[src/hdl/spr_pkg.sv]
`timescale 1ns / 1ps
// ----------------------------------------------------------------------------
// spr_pkg: shared types and constants for the shortest-path relaxation block
// Sizes of the edge and distance stores, field widths, opcodes, register
// indexes and the control bundle that drives the distance store.
// ----------------------------------------------------------------------------
package spr_pkg;

  localparam int MAX_VERTICES  = 64;
  localparam int MAX_EDGES     = 256;
  localparam int WEIGHT_BITS   = 16;

  localparam int VID_BITS      = $clog2(MAX_VERTICES);
  localparam int EIDX_BITS     = $clog2(MAX_EDGES);
  localparam int VCNT_BITS     = 7;
  localparam int ECNT_BITS     = 9;
  localparam int CFG_BITS      = 9;

  // Internal distances stay wide enough for the longest walk a run can build,
  // even with a negative cycle feeding it.
  localparam int DIST_BITS     = 32;
  localparam int OUT_DIST_BITS = 22;

  localparam int IN_DATA_BITS  = 48;
  localparam int OUT_DATA_BITS = 32;

  // Request opcodes (tuser on the input side)
  localparam logic OP_EDGE_WRITE = 1'b0;
  localparam logic OP_RUN        = 1'b1;

  // Configuration register indexes
  localparam logic REG_VERTEX_COUNT = 1'b0;
  localparam logic REG_EDGE_COUNT   = 1'b1;

  typedef struct packed {
    logic [VID_BITS-1:0]           tail;
    logic [VID_BITS-1:0]           head;
    logic signed [WEIGHT_BITS-1:0] weight;
  } edge_t;

  typedef struct packed {
    logic                        reach;
    logic signed [DIST_BITS-1:0] dist_val;
  } dist_entry_t;

  typedef struct packed {
    logic                        clear;
    logic [VID_BITS-1:0]         rd_a_addr;
    logic [VID_BITS-1:0]         rd_b_addr;
    logic                        wr_en;
    logic [VID_BITS-1:0]         wr_addr;
    logic signed [DIST_BITS-1:0] wr_data;
  } dist_ctrl_t;

endpackage

[src/hdl/spr_dist_store.sv]
`timescale 1ns / 1ps
// ----------------------------------------------------------------------------
// spr_dist_store: per-vertex distance memory with reachable flags
// Two registered read ports, one write port. Reachable flags sit in
// flip-flops so a run can clear them all at once.
// ----------------------------------------------------------------------------
module spr_dist_store (
  input  logic                 clk,
  input  logic                 rst,
  input  spr_pkg::dist_ctrl_t  ctrl,
  output spr_pkg::dist_entry_t rd_a,
  output spr_pkg::dist_entry_t rd_b
);

  logic [spr_pkg::MAX_VERTICES-1:0]  reach;
  logic signed [spr_pkg::DIST_BITS-1:0] dist_mem [spr_pkg::MAX_VERTICES];

  // A clear drops every flag and marks the seeded vertex in the same step
  always_ff @(posedge clk) begin
    if (rst) begin
      reach <= '0;
    end else if (ctrl.clear) begin
      reach <= {{(spr_pkg::MAX_VERTICES-1){1'b0}}, ctrl.wr_en} << ctrl.wr_addr;
    end else if (ctrl.wr_en) begin
      reach[ctrl.wr_addr] <= 1'b1;
    end
  end

  always_ff @(posedge clk) begin
    if (ctrl.wr_en) begin
      dist_mem[ctrl.wr_addr] <= ctrl.wr_data;
    end
    rd_a.reach    <= reach[ctrl.rd_a_addr];
    rd_a.dist_val <= dist_mem[ctrl.rd_a_addr];
    rd_b.reach    <= reach[ctrl.rd_b_addr];
    rd_b.dist_val <= dist_mem[ctrl.rd_b_addr];
  end

endmodule

[config.mk]
export PLATFORM = sky130hd
export DESIGN_NAME = spr_dist_store
export DESIGN_NICKNAME = d
export VERILOG_FILES = /design/src/hdl/spr_pkg.sv /design/src/hdl/spr_dist_store.sv
export SDC_FILE = /design/constraint.sdc
export NUM_CORES = 2
export LEC_CHECK = 0
export ABC_AREA = 0
export BUFFER_PORTS_ARGS = -buffer_cell sky130_fd_sc_hd__buf_2
export CAP_MARGIN = 10
export CORE_ASPECT_RATIO = 2
export CORE_MARGIN = 2
export CORE_UTILIZATION = 41
export CTS_BUF_LIST = sky130_fd_sc_hd__clkbuf_16
export DETAILED_ROUTE_END_ITERATION = 10
export PLACE_DENSITY = 0.65
export REMOVE_ABC_BUFFERS = 1
export SLEW_MARGIN = 20
export SYNTH_ARGS = -nofsm -noshare
export SYNTH_HDL_FRONTEND = slang
export SYNTH_SLANG_ARGS = --single-unit
[constraint.sdc]
create_clock -name clk -period 3.4 [get_ports clk]
set_clock_uncertainty 0.05 [all_clocks]
set_input_delay 0.17 -clock clk [delete_from_list [all_inputs] [get_ports clk]]
set_output_delay 0.17 -clock clk [all_outputs]
set_load 0.005 [all_outputs]
==> reports/metrics.yaml <==
floorplan:
  initial_core_util: 0.412
  die_h_um: 695
  coreArea_mm2: 0.237
  rows: 253
  dieArea_mm2: 0.243
  die_w_um: 349
  io_pins: 120
logic_synthesis:
  synthTopCellsByArea: "edfxtp_1 63%, mux4_2 24%, dfxtp_1 2.7%, o22ai_1 1.2%, mux2i_1 0.95%"
  synth_edf_count: 2048
  synthArstFlopShare: 0
  synth_ff_type: "edfxtp_1"
  synth-seq-cells: 2178
  ys.warnings.count: 0
  syn_area_mm2: 0.0979
  syn_inst: 4796
  synth_top_area_cell: "edfxtp_1"
  ys_types: 45
  synth.most_common_cell: "edfxtp_1"
  post-synth-top-area-fraction: 0.628
  synthTopCellsByCount: "2048 x edfxtp_1, 1060 x mux4_2, 189 x o22ai_1"
  yosysSeqAreaShare: 0.655
  avgSynthCellArea_um2: 20.4
layout:
  synthToLayoutAreaGrowth_pct: 13.6
  utilization: 0.468
  fillers: 19525
  final_layout_size_suffix_gt1_frac: 0.370
  nets: 5203
global_routing:
  grt_max_degree: 85
  overflow: 0
  grtUsageTotal: 0.275
  grt_pass1_vias: 59627
  antenna_found_initial: 25
  grt_pass1_wl_um: 464000
cts:
  ctsHtreeMaxLevel: 4
  post_cts_buffers: 0
  clkLatencyLatePin_ns: 0.86
  clock-sinks: 2178
  clk_pin_slew_ns: 0.07
  cts_resized: 0
  root_buffer: "clkbuf_16"
  cts_buffer_depth: 4
  tritoncts: "yes"
  cts_buffers: 185
worst_setup_path:
  r2r_slack_ns: 1.07
  start_kind: "input pin"
  worstReg2RegEnd: "rd_a[22]$_DFF_P_"
  worstPathArrival_ns: 3.39
  critPathRequiredTime_ns: 4.13
  cp_max_fo: 26
  rr_worst_depth: 6
  crit_type: "input pin to flop"
  cp-end-kind: "flop"
  r2r_start: "dist_mem[15][22]$_DFFE_PP_"
worst_hold_path:
  hold_path.startpoint: "ctrl[26]"
  holdCritPathClass: "input pin to flop"
  min_to: "dist_mem[57][26]$_DFFE_PP_"
  hold_depth: 1
detailed_routing:
  route.detailed.drc: 0
  final_antenna_net_count: 0
  wl_per_cell_um: 40.1
  vias_per_cell: 6.84
  wl_met3_um: 28700
  routed_wl_um: 335000
  top_layer: "met5"
  firstDrtPassIters: 5
  m1WireLength_um: 107000
  vias: 57227
  initialDrtViolationCount: 6958
  met2_length_um: 169000
place:
  place_congestion: 0.878
  post-dp-hpwl_um: 216000
  numPortBuffers: 119
sta:
  fmax_ghz: 0.377
  setup_violations: 0
  max-slew-margin-rel: 0.181
  worstMarginPinSlew_ns: 1.23
  rsz0062_at_grt: "no"
  finalMaxSlewViolations: 0
  hold_viol_final: 0
  finalSetupTns_ns: 0
  finalCriticalPeriod_ns: 2.65
  fin_crit_sh: 0.780
power_and_ir_drop:
  powerDensity_mw_per_mm2: 505
  peakVddDrop_mv: 0.385
  cellLeakagePower_nw: 34.9
outcome:
  status: "completed"
run:
  maxCapViolCount: 0
==> layout by cell type (no fill, tap or decap), types with 8 or more instances in the layout <==
cell,count
edfxtp_1,2048
mux4_2,1060
buf_4,320
o22ai_1,189
clkbuf_16,189
a21oi_1,135
dfxtp_1,130
buf_12,100
mux2i_1,93
buf_2,93
nor2_1,92
nor2_4,65
a221oi_1,64
a22oi_1,51
o221ai_1,49
nand2_1,44
a22o_1,42
clkinv_1,42
nor2b_1,40
inv_1,39
mux2_2,37
nand3_1,34
clkinv_2,32
dlygate4sd3_1,29
nor3_1,27
o22a_1,26
nand2b_1,24
o21ai_0,24
nor4_1,21
a211oi_1,19
bufinv_16,18
and3_1,15
a21o_1,14
a31oi_1,12
clkinvlp_4,10
diode_2,8
nand3b_1,8
==> sequential cells by signal (all words and copies together) (netlist names) <==
register,count
dist_mem,2048
reach,64
rd_a,33
rd_b,33
==> worst max path at each step <==
stage	from	end	depth (start not counted)
floorplan	ctrl[41]	rd_b[0]$_DFF_P_	4
global placement	ctrl[39]	rd_b[9]$_DFF_P_	7
detailed placement	ctrl[39]	rd_b[13]$_DFF_P_	8
CTS	ctrl[42]	rd_b[11]$_DFF_P_	8
global route	ctrl[42]	rd_b[11]$_DFF_P_	8
finish	ctrl[42]	rd_b[11]$_DFF_P_	8
==> cell families (layout without fill, tap and decap cells) <==
| group | Yosys count | count (layout) | synth area share |
|---|---|---|---|
| AO/OA/AOI/OAI | 638 | 638 | 0.0447 |
| AND/OR/NAND/NOR | 404 | 404 | 0.0201 |
| flip-flops | 2178 | 2178 | 0.655 |
| buffers and inverters | 385 | 885 | 0.0223 |
| multiplexers | 1191 | 1191 | 0.258 |
| other | 0 | 8 | 0 |
==> repair_timing <==
item,in CTS,in global routing
hold buffers,8,21
setup endpoints to repair,0,0
hold endpoints to repair,103,1344
==> stage by stage <==
step | hold WS (ns) | cell area, µm² | std cells | setup WS [ns] | power (mW)
6_report | 0.0243 | 111000 | 8364 | 0.748 | 56.2
5_1_grt | 0.0103 | 111000 | 8360 | 0.824 | 57.4
4_1_cts | 0.00362 | 111000 | 8332 | 0.899 | 56.3
3_5_place_dp | 0.443 | 105000 | 7990 | 0.454 | 35.3
3_3_place_gp | 0.429 | 105000 | 7990 | 0.489 | 35.2
2_1_floorplan | 0.192 | 95700 | 4414 | 0.735 | 32.3
==> critical path: stages <==
cell           delay [ns]
dlygate4sd3_1        0.63
buf_4                0.44
nor2b_4              0.90
buf_12               0.30
a22o_1               0.18
a221oi_1             0.09
a221oi_1             0.45
buf_4                0.17
==> power by group <==
group | internal (mW) | switching, mW | total (mW)
Sequential | 29.6 | 0.204 | 29.8
Clock | 11.5 | 9.95 | 21.4
Combinational | 2.04 | 2.95 | 4.98
Total | 43.1 | 13.1 | 56.2
==> cell type report <==
class	count	area, µm²	area share
flip-flops and latches	2178	64100	0.576
repair buffers	548	5250	0.0472
multi-input cells	2233	32100	0.289
well taps	3060	3830	0.0344
clock inverters	145	1130	0.0102
diodes	8	20.0	0.000180
clock buffers	189	4730	0.0425
inverters	3	12.5	0.000113
==> metal layers <==
metal	GRT usage	vias up
met5	0	-
met4	0.206	14
met3	0.0436	1243
met2	0.469	3704
met1	0.311	30545
li1	-	21721
No activity file was read; power rests on OpenSTA's default activity.
