--- src/hdl/spr_pkg.sv ---
`timescale 1ns / 1ps
// ----------------------------------------------------------------------------
// spr_pkg: shared types and constants for the shortest-path relaxation block
// Sizes of the edge and distance stores, field widths, opcodes, register
// indexes and the control bundle that drives the distance store.
// ----------------------------------------------------------------------------
package spr_pkg;

  localparam int MAX_VERTICES  = 64;
  localparam int MAX_EDGES     = 256;
  localparam int WEIGHT_BITS   = 16;

  localparam int VID_BITS      = $clog2(MAX_VERTICES);
  localparam int EIDX_BITS     = $clog2(MAX_EDGES);
  localparam int VCNT_BITS     = 7;
  localparam int ECNT_BITS     = 9;
  localparam int CFG_BITS      = 9;

  // Internal distances stay wide enough for the longest walk a run can build,
  // even with a negative cycle feeding it.
  localparam int DIST_BITS     = 32;
  localparam int OUT_DIST_BITS = 22;

  localparam int IN_DATA_BITS  = 48;
  localparam int OUT_DATA_BITS = 32;

  // Request opcodes (tuser on the input side)
  localparam logic OP_EDGE_WRITE = 1'b0;
  localparam logic OP_RUN        = 1'b1;

  // Configuration register indexes
  localparam logic REG_VERTEX_COUNT = 1'b0;
  localparam logic REG_EDGE_COUNT   = 1'b1;

  typedef struct packed {
    logic [VID_BITS-1:0]           tail;
    logic [VID_BITS-1:0]           head;
    logic signed [WEIGHT_BITS-1:0] weight;
  } edge_t;

  typedef struct packed {
    logic                        reach;
    logic signed [DIST_BITS-1:0] dist_val;
  } dist_entry_t;

  typedef struct packed {
    logic                        clear;
    logic [VID_BITS-1:0]         rd_a_addr;
    logic [VID_BITS-1:0]         rd_b_addr;
    logic                        wr_en;
    logic [VID_BITS-1:0]         wr_addr;
    logic signed [DIST_BITS-1:0] wr_data;
  } dist_ctrl_t;

endpackage

--- src/hdl/spr_relax_unit.sv ---
`timescale 1ns / 1ps
// ----------------------------------------------------------------------------
// spr_relax_unit: shared add and compare for one edge
// Forms the candidate distance through the edge and decides whether it
// lowers the head's distance.
// ----------------------------------------------------------------------------
module spr_relax_unit (
  input  spr_pkg::edge_t                  edge_in,
  input  logic [spr_pkg::VCNT_BITS-1:0]   nv,
  input  spr_pkg::dist_entry_t            tail_e,
  input  spr_pkg::dist_entry_t            head_e,
  output logic signed [spr_pkg::DIST_BITS-1:0] cand,
  output logic                            relax
);

  logic                                 in_range;
  logic signed [spr_pkg::DIST_BITS-1:0] weight_ext;

  assign in_range = (spr_pkg::VCNT_BITS'(edge_in.tail) < nv) &&
                    (spr_pkg::VCNT_BITS'(edge_in.head) < nv);

  assign weight_ext = {{(spr_pkg::DIST_BITS - spr_pkg::WEIGHT_BITS)
                        {edge_in.weight[spr_pkg::WEIGHT_BITS-1]}}, edge_in.weight};

  assign cand  = tail_e.dist_val + weight_ext;
  assign relax = in_range && tail_e.reach &&
                 (!head_e.reach || (cand < head_e.dist_val));

endmodule

--- config.mk ---
export PLATFORM = sky130hd
export DESIGN_NAME = spr_relax_unit
export DESIGN_NICKNAME = d
export VERILOG_FILES = /design/src/hdl/spr_pkg.sv /design/src/hdl/spr_relax_unit.sv
export SDC_FILE = /design/constraint.sdc
export NUM_CORES = 1
export LEC_CHECK = 0
export BUFFER_PORTS_ARGS = -buffer_cell sky130_fd_sc_hd__buf_2
export CAP_MARGIN = 20
export CORE_MARGIN = 2
export CORE_UTILIZATION = 53
export DETAILED_ROUTE_END_ITERATION = 10
export PLACE_DENSITY = 0.89
export SLEW_MARGIN = 20
export SYNTH_ARGS = -nofsm -noshare
export SYNTH_HDL_FRONTEND = slang
export SYNTH_SLANG_ARGS = --single-unit
--- constraint.sdc ---
create_clock -name vclk -period 10.9
set_input_delay 2.18 -clock vclk [all_inputs]
set_output_delay 2.18 -clock vclk [all_outputs]
set_load 0.005 [all_outputs]
==> results of run 1 <==
power groups by stage:
stage	clock (uW)	sequential [uW]	combinational, uW
final	0	0	237
after global routing	0	0	269
after CTS	0	0	237
after detailed placement	0	0	235
after global placement	0	0	227
after floorplan	0	0	156
cells in the mapped netlist, types with 2 or more instances:
library cell / number
sky130_fd_sc_hd__ha_1: 72
sky130_fd_sc_hd__a21oi_1: 46
sky130_fd_sc_hd__inv_1: 45
sky130_fd_sc_hd__nand2_1: 35
sky130_fd_sc_hd__nor2_1: 28
sky130_fd_sc_hd__o21ai_0: 27
sky130_fd_sc_hd__xnor2_1: 18
sky130_fd_sc_hd__xor2_1: 11
sky130_fd_sc_hd__a21o_1: 9
sky130_fd_sc_hd__nand4_1: 9
sky130_fd_sc_hd__nand3_1: 8
sky130_fd_sc_hd__nor3_1: 7
sky130_fd_sc_hd__a211oi_1: 6
sky130_fd_sc_hd__o211ai_1: 6
sky130_fd_sc_hd__nand2b_1: 5
sky130_fd_sc_hd__nor2b_1: 5
sky130_fd_sc_hd__o21a_1: 5
sky130_fd_sc_hd__a31oi_1: 4
sky130_fd_sc_hd__clkbuf_1: 4
sky130_fd_sc_hd__o21bai_1: 4
sky130_fd_sc_hd__a311oi_1: 3
sky130_fd_sc_hd__o21ai_1: 3
sky130_fd_sc_hd__a21oi_2: 2
sky130_fd_sc_hd__and4_1: 2
sky130_fd_sc_hd__buf_4: 2
sky130_fd_sc_hd__nor4_1: 2
sky130_fd_sc_hd__o2111ai_1: 2
sky130_fd_sc_hd__o21ai_2: 2
tightest hold or removal path, cell delays in order:
cell and delay [ns]:
sky130_fd_sc_hd__buf_2 0.08, sky130_fd_sc_hd__a21oi_1 0.05, sky130_fd_sc_hd__buf_2 0.12
cell families after synthesis:
kind of cell             after synthesis  synth area share [%]
AO/OA/AOI/OAI                        133                  30.6
XOR/XNOR                              29                  9.26
adder cells (fa/ha/maj)               73                  33.6
buffers and inverters                 52                  7.66
AND/OR/NAND/NOR                      108                  18.9
path summary, 6_finish.rpt:
path                        from    end  slack [ns]  cells past startpoint
worst max-delay path  edge_in[0]  relax        2.77                     20
worst min-delay path  head_e[32]  relax        4.60                      3
stage by stage:
stage | cell area, sq um | hold WS, ns
floorplan | 2740 | 4.41
global route | 3460 | 4.63
CTS | 3460 | 4.60
global placement | 3460 | 4.60
finish | 3460 | 4.60
detailed placement | 3460 | 4.60
final cells by class:
cell class	count	area [sq um]	area share (%)
repair buffers	134	671	19.4
inverters	45	169	4.88
multi-input cells	343	2530	73.2
well taps	70	87.6	2.53
cells in the final DEF (no fill, tap or decap), types with 2 or more instances in the layout:
| cell | netlist | final |
|---|---|---|
| sky130_fd_sc_hd__o2111ai_1 | 2 | 2 |
| sky130_fd_sc_hd__buf_2 | 0 | 134 |
| sky130_fd_sc_hd__o21bai_1 | 4 | 4 |
| sky130_fd_sc_hd__nor2_1 | 28 | 28 |
| sky130_fd_sc_hd__o21a_1 | 5 | 5 |
| sky130_fd_sc_hd__a21oi_1 | 46 | 46 |
| sky130_fd_sc_hd__a21o_1 | 9 | 9 |
| sky130_fd_sc_hd__o211ai_1 | 6 | 6 |
| sky130_fd_sc_hd__a211oi_1 | 6 | 6 |
| sky130_fd_sc_hd__nor4_1 | 2 | 2 |
| sky130_fd_sc_hd__nor2b_1 | 5 | 5 |
| sky130_fd_sc_hd__and4_1 | 2 | 2 |
| sky130_fd_sc_hd__nand2_1 | 35 | 35 |
| sky130_fd_sc_hd__nand4_1 | 9 | 9 |
| sky130_fd_sc_hd__o21ai_2 | 2 | 2 |
| sky130_fd_sc_hd__nor3_1 | 7 | 7 |
| sky130_fd_sc_hd__xnor2_1 | 18 | 18 |
| sky130_fd_sc_hd__inv_1 | 45 | 45 |
| sky130_fd_sc_hd__a311oi_1 | 3 | 3 |
| sky130_fd_sc_hd__o21ai_0 | 27 | 27 |
| sky130_fd_sc_hd__xor2_1 | 11 | 11 |
| sky130_fd_sc_hd__nand3_1 | 8 | 8 |
| sky130_fd_sc_hd__a31oi_1 | 4 | 4 |
| sky130_fd_sc_hd__a21oi_2 | 2 | 2 |
| sky130_fd_sc_hd__ha_1 | 72 | 72 |
| sky130_fd_sc_hd__o21ai_1 | 3 | 3 |
| sky130_fd_sc_hd__nand2b_1 | 5 | 5 |
per-layer routing:
| metal | track usage [%] | wire (um) | vias to the layer above |
|---|---|---|---|
| met5 | 0 | 0 | - |
| met4 | 3.27 | 113 | 0 |
| met3 | 2.62 | 354 | 10 |
| met2 | 53.3 | 4010 | 89 |
| met1 | 30.7 | 3340 | 1473 |
| li1 | - | - | 1714 |
==> flow_metrics.py, run 1 <==
metrics = {
    "detailed_routing": {
        "drt_first_iter_violations": 142,
        "route.vias.total": 3286,
        "vias_per_cell": 5.55,
        "dr_drc_count": 0,
        "antenna_violating_nets_left": 0,
        "wire_per_inst_um": 13.2,
        "detail_route.wirelength_mm": 7.82,
        "dr.pass1.iters": 4,
    },
    "final_layout": {
        "finalNonFillerCells": 592,
        "drive_gt1_share_pct": 27.2,
        "final.fill_count": 449,
        "nFlopsAndLatches": 0,
        "nNetsFinal": 698,
        "final_core_utilization_pct": 68.6,
        "antenna_cells_inserted": 0,
        "layout_area_growth_over_synthesis_pct": 26.1,
        "clkbuf_count": 0,
        "seqCellArea_sq_um": 0,
    },
    "grt": {
        "grt_overflow": 0,
        "grt_antenna_before_repair": 0,
        "grt_max_degree": 18,
        "grt_first_pass_wirelength_mm": 13.5,
        "first_global_vias": 3269,
        "grt_usage_pct": 26.5,
    },
    "placement": {
        "gpl.final_weighted_congestion": 0.906,
        "dp.cells": 592,
        "buffer_ports.inserted": 134,
        "place_worst_setup_slack_ns": 2.85,
        "hpwl_detailed_mm": 7.00,
    },
    "synthesis": {
        "synth.largest_area_cell": "sky130_fd_sc_hd__ha_1",
        "post-synth-top-area-fraction_pct": 32.8,
        "synth.avg_cell_area_sq_um": 6.95,
        "ys.warnings.count": 0,
        "synthesis.area_sq_um": 2740,
        "yosys-top-cells-area": "sky130_fd_sc_hd__ha_1, sky130_fd_sc_hd__a21oi_1, sky130_fd_sc_hd__inv_1, sky130_fd_sc_hd__xnor2_1, sky130_fd_sc_hd__o21ai_0",
        "syn_nets": 569,
        "cell_count_after_synthesis": 395,
        "synthDistinctLibCells": 51,
        "fraction_of_the_yosys_area_taken_by_sequential_cells_pct": 0,
    },
    "sta": {
        "unrepaired_setup_endpoints_after_global_routing": "false",
        "finalSetupViolations": 0,
        "fin_tns_setup_ns": 0,
        "max_freq_mhz": 123,
        "worst_pin_slew_ns": 0.453,
        "report.final.slew_viol_count": 0,
        "hold_viol": 0,
        "share_of_the_cycle_needed_by_the_critical_path_after_routing_pct": 74.6,
        "timing.slew.headroom_pct": 69.4,
        "finalCriticalPeriod_ns": 8.13,
        "setup_ws_ns": 2.77,
    },
    "cts": {
        "cts_resized": 0,
        "cts_hold_repair.buffers": 0,
        "number_of_setup_buffers_added_after_cts": 0,
    },
    "die": {
        "starting_density_of_the_core_pct": 54.4,
        "area_of_the_core_sq_um": 5040,
        "floorplan.die.width_um": 76.0,
        "dieArea_sq_um": 5770,
        "pin_count": 134,
        "fp-row-count": 26,
        "floorplan.die.height_um": 76.0,
    },
    "critical_path": {
        "cp_data_arrival_time_ns": 5.95,
        "critical_path_required_ns": 8.72,
        "endpoint_kind": "primary output",
        "worst_setup_path_start_kind": "primary input",
        "crit_fanout": 4,
        "slowest_delay_ns": 0.42,
        "timing.critical_path.cells": "buf_2, ha_1, inv_1, fa_1, nor2b_1, o2111ai_1, a21oi_2, nor3_2, o21bai_1, a21oi_1, xnor2_1, ha_1, nand4_1, nor4_1, a22oi_1, o211ai_1, a31oi_1, xor2_1, a21oi_1, buf_2",
        "cp_slowest_cell": "sky130_fd_sc_hd__nor4_1",
        "worst_setup_path_category": "in -> out",
        "critical_path_buf_inv_count": 3,
        "timing.critical_path.max_delay_family": "compound AO/OA/AOI/OAI gates",
    },
    "power": {
        "static-leakage-power_uw": 0.00187,
        "seq_power_share_pct": 0,
        "power-per-cell-area_nw_per_um2": 68.5,
        "net_sw_share_pct": 54.9,
        "power.combinational.fraction_pct": 100.0,
        "cell_internal_pwr_uw": 107,
        "clockPowerShare_pct": 0,
        "switching_power_uw": 130,
        "overall_power_after_layout_uw": 237,
        "vdd_ir_drop_max_mv": 0.0363,
    },
    "job": {
        "max_cap_viol_count": 0,
    },
    "outcome": {
        "run_status": "finished, final reports clean",
    },
    "min_path": {
        "timing.hold.worst.class": "in -> out",
    },
}
Power figures use the tool's default switching activity.
==> run 2, diff against run 1 <==
Settings changed: CORE_UTILIZATION 53 to 49, PLACE_DENSITY 0.89 to 0.83.
Clock period 10.9 ns to 8.31 ns, I/O delays scaled along.
==> flow_metrics.py, run 2 (synthesis gave the netlist of run 1 again) <==
metrics = {
    "detailed_routing": {
        "antenna_violating_nets_left": 0,
        "drt_first_iter_violations": 149,
        "route.vias.total": 3302,
        "wire_per_inst_um": 12.9,
        "dr_drc_count": 0,
        "detail_route.wirelength_mm": 7.69,
        "vias_per_cell": 5.56,
        "dr.pass1.iters": 4,
    },
    "power": {
        "power-per-cell-area_nw_per_um2": 89.7,
        "static-leakage-power_uw": 0.00187,
        "vdd_ir_drop_max_mv": 0.0470,
    },
    "final_layout": {
        "nFlopsAndLatches": 0,
        "nNetsFinal": 698,
        "layout_common_cells": "sky130_fd_sc_hd__buf_2, sky130_fd_sc_hd__ha_1, sky130_fd_sc_hd__a21oi_1",
        "final.fill_count": 507,
        "layout_area_growth_over_synthesis_pct": 26.2,
        "finish.instance_area_sq_um": 3460,
        "clkbuf_count": 0,
        "drive_gt1_share_pct": 27.2,
        "seqCellArea_sq_um": 0,
        "finalNonFillerCells": 594,
        "antenna_cells_inserted": 0,
        "layout.cells.most_common": "sky130_fd_sc_hd__buf_2",
    },
    "outcome": {
        "run_status": "finished, final reports clean",
    },
    "cts": {
        "number_of_setup_buffers_added_after_cts": 0,
        "cts_hold_repair.buffers": 0,
        "cts_resized": 0,
    },
    "grt": {
        "first_global_vias": 3165,
        "grt_antenna_before_repair": 0,
        "grt_overflow": 0,
        "grt_first_pass_wirelength_mm": 13.0,
        "grt_usage_pct": 24.1,
        "grt_max_degree": 18,
    },
    "critical_path": {
        "worst_setup_path_category": "in -> out",
        "setup.worst_path.start": "edge_in[0]",
        "cp_slowest_cell": "sky130_fd_sc_hd__fa_1",
        "endpoint_kind": "primary output",
        "critical_path_buf_inv_count": 3,
        "timing.critical_path.max_delay_family": "compound AO/OA/AOI/OAI gates",
        "crit_fanout": 4,
        "critical_path_required_ns": 6.65,
        "timing.critical_path.cells": "buf_2, ha_1, inv_1, fa_1, nor2b_1, o2111ai_1, a21oi_2, a21oi_1, o21ai_1, xor2_1, ha_1, nand4_1, nor3_1, o311ai_0, o211ai_1, a31oi_1, xor2_1, a21oi_1, buf_2",
        "critical_path.endpoint": "relax",
        "critical_path_depth": 19,
        "cp_data_arrival_time_ns": 5.44,
        "worst_setup_path_start_kind": "primary input",
        "slowest_delay_ns": 0.41,
    },
    "sta": {
        "unrepaired_setup_endpoints_after_global_routing": "false",
        "report.final.slew_viol_count": 0,
        "finalCriticalPeriod_ns": 7.10,
        "finalSetupViolations": 0,
        "fin_tns_setup_ns": 0,
        "share_of_the_cycle_needed_by_the_critical_path_after_routing_pct": 85.4,
        "max_freq_mhz": 141,
        "timing.slew.headroom_pct": 66.1,
        "final.hold.worst_slack_ns": 3.56,
        "hold_viol": 0,
        "worst_pin_slew_ns": 0.503,
    },
    "die": {
        "starting_density_of_the_core_pct": 50.1,
        "floorplan.die.height_um": 78.8,
        "dieArea_sq_um": 6210,
        "fp-row-count": 27,
        "area_of_the_core_sq_um": 5470,
        "pin_count": 134,
        "floorplan.die.width_um": 78.8,
    },
    "placement": {
        "dp_area_sq_um": 3460,
        "gpl.final_weighted_congestion": 0.910,
        "hpwl_detailed_mm": 6.85,
        "dp.cells": 594,
        "buffer_ports.inserted": 134,
    },
    "min_path": {
        "timing.hold.worst.class": "in -> out",
    },
    "job": {
        "max_cap_viol_count": 0,
    },
}
[run 2: layout make-up]
class / instances / area, sq um / share of cell area, %
Tap cell: 72 / 90.1 / 2.60
Multi-Input combinational cell: 343 / 2530 / 73.2
Timing Repair Buffer: 134 / 671 / 19.4
Inverter: 45 / 169 / 4.88
[run 2: how the worst min path moves through the flow]
stage / start / to / slack, ns / cells past startpoint
2_1_floorplan: head_e[32] / relax / 3.38 / 1
3_3_place_gp: head_e[32] / relax / 3.56 / 3
3_5_place_dp: head_e[32] / relax / 3.56 / 3
4_1_cts: head_e[32] / relax / 3.56 / 3
5_1_grt: head_e[32] / relax / 3.58 / 3
6_report: head_e[32] / relax / 3.56 / 3
[run 2: tightest hold or removal path, cell delays in order]
cell	delay, ns
sky130_fd_sc_hd__buf_2	0.07
sky130_fd_sc_hd__a21oi_1	0.04
sky130_fd_sc_hd__buf_2	0.12
[run 2: stage by stage]
stage               util [%]  worst slack, ns  power (uW)
global placement        63.3             1.28         297
CTS                     63.3             1.19         311
global route            63.3            0.851         352
floorplan                  -             1.92         204
finish                  63.3             1.21         311
detailed placement      63.3             1.22         309
[run 2: where the power goes]
group	leakage, uW	switching [uW]	total (uW)	internal [uW]
Sequential	0	0	0	0
Combinational	0.00187	171	311	140
Clock	0	0	0	0
[run 2: layer usage]
layer / part of all wire [%] / track usage, %
met5: 0 / 0
met4: 1.3 / 3.62
met3: 5.2 / 1.36
met2: 50 / 47.4
met1: 43 / 29.2
